--- config.mk ---
export PLATFORM = sky130hd
export DESIGN_NAME = per_class_alert_coalescer
export DESIGN_NICKNAME = d
export VERILOG_FILES = /design/src/rtl/pcac_pkg.sv /design/src/rtl/pcac_ram.sv /design/src/rtl/pcac_decide.sv /design/src/rtl/per_class_alert_coalescer.sv
export SDC_FILE = /design/constraint.sdc
export NUM_CORES = 1
export LEC_CHECK = 0
export BUFFER_PORTS_ARGS = -buffer_cell sky130_fd_sc_hd__buf_2
export CAP_MARGIN = 20
export CORE_ASPECT_RATIO = 0.6
export CORE_UTILIZATION = 52
export DETAILED_ROUTE_END_ITERATION = 16
export HOLD_SLACK_MARGIN = 0.1
export PLACE_DENSITY = 0.68
export SYNTH_ARGS = -nofsm -noshare
export SYNTH_HDL_FRONTEND = slang
export SYNTH_SLANG_ARGS = --single-unit
export TNS_END_PERCENT = 100
--- constraint.sdc ---
create_clock -name clk -period 8.3 [get_ports clk]
set_input_delay 0 -clock clk [delete_from_list [all_inputs] [get_ports clk]]
set_output_delay 0 -clock clk [all_outputs]
set_load 0.03 [all_outputs]
--- src/rtl/pcac_pkg.sv ---
`timescale 1ns / 1ps
// ----------------------------------------------------------------------------
// pcac_pkg
// shared types and constants of the per-class alert coalescer
// ----------------------------------------------------------------------------
package pcac_pkg;

  localparam int CLASS_COUNT_DEF = 16;

  localparam int CFG_DATA_W = 16;
  localparam int CFG_IDX_W  = 2;

  localparam logic [CFG_IDX_W-1:0] REG_WINDOW  = 2'd0;
  localparam logic [CFG_IDX_W-1:0] REG_TRACKER = 2'd1;
  localparam logic [CFG_IDX_W-1:0] REG_NEARBY  = 2'd2;

  localparam logic [15:0] WINDOW_RST  = 16'd2500;
  localparam logic [7:0]  TRACKER_RST = 8'd5;
  localparam logic [7:0]  NEARBY_RST  = 8'd10;

  localparam logic [1:0] CMD_DETECT   = 2'd0;
  localparam logic [1:0] CMD_CONNECT  = 2'd1;
  localparam logic [1:0] CMD_TEST     = 2'd2;
  localparam logic [1:0] CMD_POWER_ON = 2'd3;

  localparam logic [7:0] CODE_REVEAL   = 8'hFC;
  localparam logic [7:0] CODE_CONNECT  = 8'hFD;
  localparam logic [7:0] CODE_TEST     = 8'hFE;
  localparam logic [7:0] CODE_POWER_ON = 8'hFB;

  typedef struct packed {
    logic       emit;
    logic [7:0] code;
    logic       stamp;
    logic       disarm;
    logic       arm;
  } dec_t;

endpackage

--- src/rtl/pcac_ram.sv ---
`timescale 1ns / 1ps
// ----------------------------------------------------------------------------
// pcac_ram
// generic single-write, single-read RAM with registered read data
// ----------------------------------------------------------------------------
module pcac_ram #(
  parameter int WIDTH = 32,
  parameter int DEPTH = 16,
  parameter int AW    = (DEPTH > 1) ? $clog2(DEPTH) : 1
) (
  input  logic             clk,
  input  logic             we,
  input  logic [AW-1:0]    waddr,
  input  logic [WIDTH-1:0] wdata,
  input  logic             re,
  input  logic [AW-1:0]    raddr,
  output logic [WIDTH-1:0] rdata
);

  logic [WIDTH-1:0] mem [DEPTH];
  logic [WIDTH-1:0] rdata_r;

  always_ff @(posedge clk) begin
    if (we) begin
      mem[waddr] <= wdata;
    end
    if (re) begin
      rdata_r <= mem[raddr];
    end
  end

  assign rdata = rdata_r;

endmodule

--- src/rtl/pcac_decide.sv ---
`timescale 1ns / 1ps
// ----------------------------------------------------------------------------
// pcac_decide
// per-item decision: reveal, coalesce window check, fixed codes
// ----------------------------------------------------------------------------
module pcac_decide
  import pcac_pkg::*;
(
  input  logic [1:0]  cmd,
  input  logic [7:0]  device_class,
  input  logic        is_new,
  input  logic [31:0] now_ms,
  input  logic [31:0] last_ms,
  input  logic        in_range,
  input  logic        armed,
  input  logic [15:0] window_ms,
  input  logic [7:0]  tracker_class,
  input  logic [7:0]  nearby_class,
  output dec_t        dec
);

  logic [31:0] diff;
  logic        suppress;
  logic        reveal;

  assign diff     = now_ms - last_ms;
  assign suppress = (last_ms != 32'd0) && (diff < {16'd0, window_ms});
  assign reveal   = armed && (device_class != tracker_class) &&
                    (device_class != nearby_class);

  always_comb begin
    dec = '0;
    case (cmd)
      CMD_CONNECT: begin
        dec.emit = 1'b1;
        dec.code = CODE_CONNECT;
        dec.arm  = 1'b1;
      end
      CMD_TEST: begin
        dec.emit = 1'b1;
        dec.code = CODE_TEST;
      end
      CMD_POWER_ON: begin
        dec.emit = 1'b1;
        dec.code = CODE_POWER_ON;
      end
      CMD_DETECT: begin
        if (is_new) begin
          if (reveal) begin
            dec.emit   = 1'b1;
            dec.code   = CODE_REVEAL;
            dec.disarm = 1'b1;
            dec.stamp  = in_range;
          end else if (!in_range) begin
            dec.emit = 1'b1;
            dec.code = device_class;
          end else if (!suppress) begin
            dec.emit  = 1'b1;
            dec.code  = device_class;
            dec.stamp = 1'b1;
          end
        end
      end
      default: begin
        dec = '0;
      end
    endcase
  end

endmodule

--- src/rtl/per_class_alert_coalescer.sv ---
`timescale 1ns / 1ps
// ----------------------------------------------------------------------------
// per_class_alert_coalescer
// per-class alert coalescing with a one-shot reveal
// ----------------------------------------------------------------------------
// Takes one item per clock cycle with no bubbles while out_ready is high; a low
// out_ready stalls the pipeline. An accepted item is captured in the input
// register together with the registered read of the last-alert-time RAM, and
// its decision is then captured in the output register. The table of last alert
// times sits in a RAM of CLASS_COUNT words; per-entry valid flops cleared by
// reset make unwritten classes read as "never alerted", so no clearing pass
// is needed. A write to the class that the next item reads is forwarded.
// Configuration writes take effect on the next item decided.
// ----------------------------------------------------------------------------
module per_class_alert_coalescer
  import pcac_pkg::*;
#(
  parameter int CLASS_COUNT = CLASS_COUNT_DEF
) (
  input  logic                  clk,
  input  logic                  rst_n,
  input  logic                  in_valid,
  output logic                  in_ready,
  input  logic [1:0]            in_cmd,
  input  logic [7:0]            in_device_class,
  input  logic                  in_is_new,
  input  logic [31:0]           in_now_ms,
  output logic                  out_valid,
  input  logic                  out_ready,
  output logic                  out_emit,
  output logic [7:0]            out_alert_code,
  input  logic                  cfg_we,
  input  logic [CFG_IDX_W-1:0]  cfg_index,
  input  logic [CFG_DATA_W-1:0] cfg_wdata
);

  localparam int IDX_W = (CLASS_COUNT > 1) ? $clog2(CLASS_COUNT) : 1;

  logic [15:0] window_r;
  logic [7:0]  tracker_r;
  logic [7:0]  nearby_r;
  logic        armed_r;
  logic        armed_nxt;

  logic        s1_valid_r;
  logic [1:0]  s1_cmd_r;
  logic [7:0]  s1_class_r;
  logic        s1_new_r;
  logic [31:0] s1_now_r;
  logic        s1_seen_r;
  logic        s1_fwd_r;
  logic [31:0] s1_fwd_data_r;

  logic        out_valid_r;
  logic        out_emit_r;
  logic [7:0]  out_code_r;

  logic [CLASS_COUNT-1:0] seen_r;

  logic              accept;
  logic              s1_adv;
  logic              in_in_range;
  logic              s1_in_range;
  logic [IDX_W-1:0]  in_idx;
  logic [IDX_W-1:0]  s1_idx;
  logic              wr_en;
  logic [31:0]       rd_data;
  logic [31:0]       last_ms;
  dec_t              dec;

  assign s1_adv   = s1_valid_r && (!out_valid_r || out_ready);
  assign in_ready = !s1_valid_r || s1_adv;
  assign accept   = in_valid && in_ready;

  assign in_in_range = {1'b0, in_device_class} < 9'(CLASS_COUNT);
  assign s1_in_range = {1'b0, s1_class_r} < 9'(CLASS_COUNT);
  assign in_idx      = in_device_class[IDX_W-1:0];
  assign s1_idx      = s1_class_r[IDX_W-1:0];
  assign wr_en       = s1_adv && dec.stamp;

  // config registers
  always_ff @(posedge clk) begin
    if (!rst_n) begin
      window_r  <= WINDOW_RST;
      tracker_r <= TRACKER_RST;
      nearby_r  <= NEARBY_RST;
    end else if (cfg_we) begin
      case (cfg_index)
        REG_WINDOW:  window_r  <= cfg_wdata[15:0];
        REG_TRACKER: tracker_r <= cfg_wdata[7:0];
        REG_NEARBY:  nearby_r  <= cfg_wdata[7:0];
        default: begin
        end
      endcase
    end
  end

  pcac_ram #(
    .WIDTH (32),
    .DEPTH (CLASS_COUNT),
    .AW    (IDX_W)
  ) u_time_ram (
    .clk   (clk),
    .we    (wr_en),
    .waddr (s1_idx),
    .wdata (s1_now_r),
    .re    (accept),
    .raddr (in_idx),
    .rdata (rd_data)
  );

  always_ff @(posedge clk) begin
    if (!rst_n) begin
      seen_r <= '0;
    end else if (wr_en) begin
      seen_r[s1_idx] <= 1'b1;
    end
  end

  // input stage
  always_ff @(posedge clk) begin
    if (!rst_n) begin
      s1_valid_r <= 1'b0;
    end else if (accept) begin
      s1_valid_r <= 1'b1;
    end else if (s1_adv) begin
      s1_valid_r <= 1'b0;
    end
  end

  always_ff @(posedge clk) begin
    if (accept) begin
      s1_cmd_r      <= in_cmd;
      s1_class_r    <= in_device_class;
      s1_new_r      <= in_is_new;
      s1_now_r      <= in_now_ms;
      s1_seen_r     <= in_in_range && seen_r[in_idx];
      s1_fwd_r      <= wr_en && in_in_range && (s1_idx == in_idx);
      s1_fwd_data_r <= s1_now_r;
    end
  end

  assign last_ms = s1_fwd_r  ? s1_fwd_data_r :
                   s1_seen_r ? rd_data : 32'd0;

  pcac_decide u_decide (
    .cmd           (s1_cmd_r),
    .device_class  (s1_class_r),
    .is_new        (s1_new_r),
    .now_ms        (s1_now_r),
    .last_ms       (last_ms),
    .in_range      (s1_in_range),
    .armed         (armed_r),
    .window_ms     (window_r),
    .tracker_class (tracker_r),
    .nearby_class  (nearby_r),
    .dec           (dec)
  );

  always_comb begin
    armed_nxt = armed_r;
    if (s1_adv) begin
      if (dec.arm) begin
        armed_nxt = 1'b1;
      end else if (dec.disarm) begin
        armed_nxt = 1'b0;
      end
    end
  end

  always_ff @(posedge clk) begin
    if (!rst_n) begin
      armed_r <= 1'b1;
    end else begin
      armed_r <= armed_nxt;
    end
  end

  // output register
  always_ff @(posedge clk) begin
    if (!rst_n) begin
      out_valid_r <= 1'b0;
    end else if (s1_adv) begin
      out_valid_r <= 1'b1;
    end else if (out_ready) begin
      out_valid_r <= 1'b0;
    end
  end

  always_ff @(posedge clk) begin
    if (s1_adv) begin
      out_emit_r <= dec.emit;
      out_code_r <= dec.code;
    end
  end

  assign out_valid      = out_valid_r;
  assign out_emit       = out_emit_r;
  assign out_alert_code = out_code_r;

  a_reveal_disarms : assert property (@(posedge clk) disable iff (!rst_n)
    (s1_adv && (s1_cmd_r == CMD_DETECT) && s1_new_r && armed_r &&
     (s1_class_r != tracker_r) && (s1_class_r != nearby_r))
      |=> !armed_r)
    else $error("reveal did not clear the armed flag");

  a_connect_arms : assert property (@(posedge clk) disable iff (!rst_n)
    (s1_adv && (s1_cmd_r == CMD_CONNECT)) |=> armed_r)
    else $error("connect did not re-arm the reveal");

  a_quiet_code_zero : assert property (@(posedge clk) disable iff (!rst_n)
    (out_valid_r && !out_emit_r) |-> (out_code_r == 8'd0))
    else $error("suppressed item carries a nonzero code");

  a_stamp_in_range : assert property (@(posedge clk) disable iff (!rst_n)
    wr_en |-> (s1_in_range && s1_new_r && (s1_cmd_r == CMD_DETECT)))
    else $error("table written by an item that may not stamp");

endmodule
==> out/results.ini <==
[clocking]
post_cts_resized=0
root_buffer=clkbuf_16
postCtsSetupBuffers=0
worstSkewPairLatency_ps=630
clock_sinks=681
cts.path.max_buffers=3
numCtsBuffers=59
cts_max_level=2
clkSlewWorstSetupHoldPaths_ps=70
cts_tree=built
ctsHoldBuffers=128

[synthesis]
yosys_warnings=0
ys.flop_type=edfxtp_1
syn_nets=1762
yosysUniqueCellTypes=94
ys_ff_latch=681
netlist_instances=1659
synth_enable_flop_cells=630
syn_area_per_cell_sq_um=17.44
ys_async_sr_fraction_pct=0
yosysSeqAreaShare_pct=68.93
synth_area_sq_mm=0.02893

[hold_path]
hold_class=in2reg
hold_end=s1_now_r[14]$_DFFE_PP_
hold_path_depth=2
hp-start=in_now_ms[14]

[route]
ant_nets=0
wirelength_microns=75160
viasPerCell=6.333
vias=16946
route.detailed.drc=0
drtIter0Drc=2377
wl_per_cell_microns=28.09
dr.pass1.iters=7

[floorplanning]
die_y_microns=184.7
ios=77
core_sq_mm=0.05458
die_area_sq_mm=0.05660
initial_core_util_pct=52.99
die_w_microns=306.5
rows=66

[pwr]
p_sw_share_pct=23.14
clkPwrFrac_pct=39.6
fin_total_pwr_mw=7.467
p_per_area_mw_per_mm2=220.1
seqPwrFrac_pct=51.8
comb_power_share_pct=8.6
switchingPower_mw=1.728
p_leak_nw=11.14
cellInternalPower_mw=5.739
ir_drop_uv=156.1

[sta]
fmax_mhz=140.0
slew_viol_final=0
slew_headroom_pct=24.78
rsz0062_at_grt=false
setup_ws_ps=1158
tightest_slew_ps=1128
hold_violations=0
fin_crit_ps=7142
finalCritPeriodShare_pct=86.05
finClkSkew_ps=18.03
finalSetupTns_ps=0
setup_violations=0
hold_ws_ps=114.1

[place]
gp_congestion=0.9520
port-buffer-count=76
dp_cells=2438
place_area_sq_mm=0.03054
place_ws_ps=1316
dpl.hpwl_microns=49780

[layout]
fin_util_pct=62.16
final_common_cell=edfxtp_1
drive_gt1_share_pct=22.96
area_delta_synth_final_pct=17.30
final_cell_mix=edfxtp_1 (630), mux4_2 (165), dlygate4sd3_1 (128)
fin_area_sq_mm=0.03393
final_cells=2676
nets=1984

[setup_path]
cpMaxStageDelayCell=edfxtp_1
crit_arrival_ps=7520
rr_endpoint=u_time_ram.mem[9][14]$_DFFE_PP_
timing.rr.start=s1_seen_r$_DFFE_PP_
path_max_fanout=23
endpoint_kind=flop
crit_path_frequent_cell=a21oi_1
max_stage_delay_ps=940
r2r_cells=26
critPathLaunchType=flop
ff2ff_setup_slack_ps=1160
crit_type=reg2reg
required_ps=8680

[run]
cap_violations=0

[global_route]
grt_use_met3_pct=7.531
grt_use_total_pct=27.06
antenna_found_initial=4
use_met1_pct=44.36
grt_pass1_wl_microns=109900
grt_pass1_vias=16169
gr-total-overflow=0
use_met2_pct=36.02
grt-busiest-layer=met1
grt_max_degree=74

[status]
status=finished, final reports clean

## critical path, delay by kind of cell (launching register included)
family          cells  cell delay, ps
compound gates     11            2730
flops               1             940
simple gates        8            1340
buf+inv             3             760
fa+ha+maj           3             900
xor+xnor            1             150
## sequential cells by signal (all words and copies together), names as in the netlist
register	cells
nearby_r	8
window_r	16
s1_now_r	32
s1_fwd_r	1
s1_seen_r	1
out_alert_code	8
armed_r	1
out_valid	1
s1_class_r	8
s1_valid_r	1
s1_fwd_data_r	32
u_time_ram.rdata	32
seen_r	16
tracker_r	8
s1_new_r	1
u_time_ram.mem	512
s1_cmd_r	2
out_emit	1
## cells in the mapped netlist, types with 4 or more instances
library cell	n	area [sq um]
and3_1	15	93.84
nand2_1	102	382.9
o211ai_1	9	67.56
dfxtp_1	51	1021
o21ai_0	35	175.2
o21bai_1	7	52.55
nand2b_1	5	31.28
clkbuf_1	59	221.5
o21a_1	5	37.54
a22oi_1	20	150.1
buf_6	5	56.30
nor2b_1	24	150.1
a211oi_1	4	30.03
and2_1	7	43.79
o41ai_1	8	70.07
buf_1	20	75.07
a21oi_1	66	330.3
edfxtp_1	630	18920
o31ai_1	4	30.03
mux2i_1	16	160.2
or3_1	5	31.28
nand4b_1	6	52.55
inv_1	34	127.6
mux4_2	165	3716
o21ai_2	9	78.83
nand4_1	45	281.5
a21o_1	11	82.58
nor3_1	15	75.07
xor2_1	18	157.7
nand3_1	24	120.1
nand3b_1	11	82.58
nor4_1	21	131.4
a21boi_0	13	97.59
ha_1	36	450.4
xnor2_1	26	227.7
maj3_1	5	50.05
nor2_1	42	157.7
o221ai_1	4	35.03
## power groups by stage
stage,clock network (mW),registers [mW],logic (mW)
final,2.95,3.87,0.643
after CTS,2.99,3.87,0.628
after global placement,0,3.94,0.576
after detailed placement,0,3.94,0.583
after floorplan,0,3.92,0.385
after global routing,3.11,3.87,0.687
## routing by layer
layer | part of all wire [%] | up-vias
met2 | 41 | 991
met3 | 12 | 84
li1 | - | 7199
met4 | 1.1 | 2
met1 | 46 | 8670
met5 | 0.18 | -
## final cells by class
class	count	area, sq um
Fill cell	3884	20660
Timing Repair Buffer	249	2176
Antenna cell	3	7.507
Clock buffer	66	1524
Clock inverter	39	543.0
Tap cell	748	935.9
Multi-Input combinational cell	856	8676
Sequential cell	681	19940
Inverter	34	127.6
## logic make-up after synthesis
group / synth area share [%]
simple gates: 6.631
xor+xnor: 1.332
compound gates: 6.086
buf+inv: 1.739
fa+ha+maj: 1.838
flops: 68.93
mux: 13.44
## worst max path at each step
stage,from,endpoint,slack [ps],cells after the start
6_report,s1_seen_r$_DFFE_PP_,u_time_ram.mem[9][14]$_DFFE_PP_,1160,26
5_1_grt,s1_seen_r$_DFFE_PP_,u_time_ram.mem[10][9]$_DFFE_PP_,660,26
3_3_place_gp,s1_seen_r$_DFFE_PP_,u_time_ram.mem[10][10]$_DFFE_PP_,1470,25
4_1_cts,s1_seen_r$_DFFE_PP_,u_time_ram.mem[9][7]$_DFFE_PP_,1270,26
2_1_floorplan,s1_fwd_r$_DFFE_PP_,u_time_ram.mem[10][0]$_DFFE_PP_,1460,27
3_5_place_dp,s1_seen_r$_DFFE_PP_,u_time_ram.mem[9][7]$_DFFE_PP_,1320,26
No activity file was read; power rests on OpenSTA's default activity.
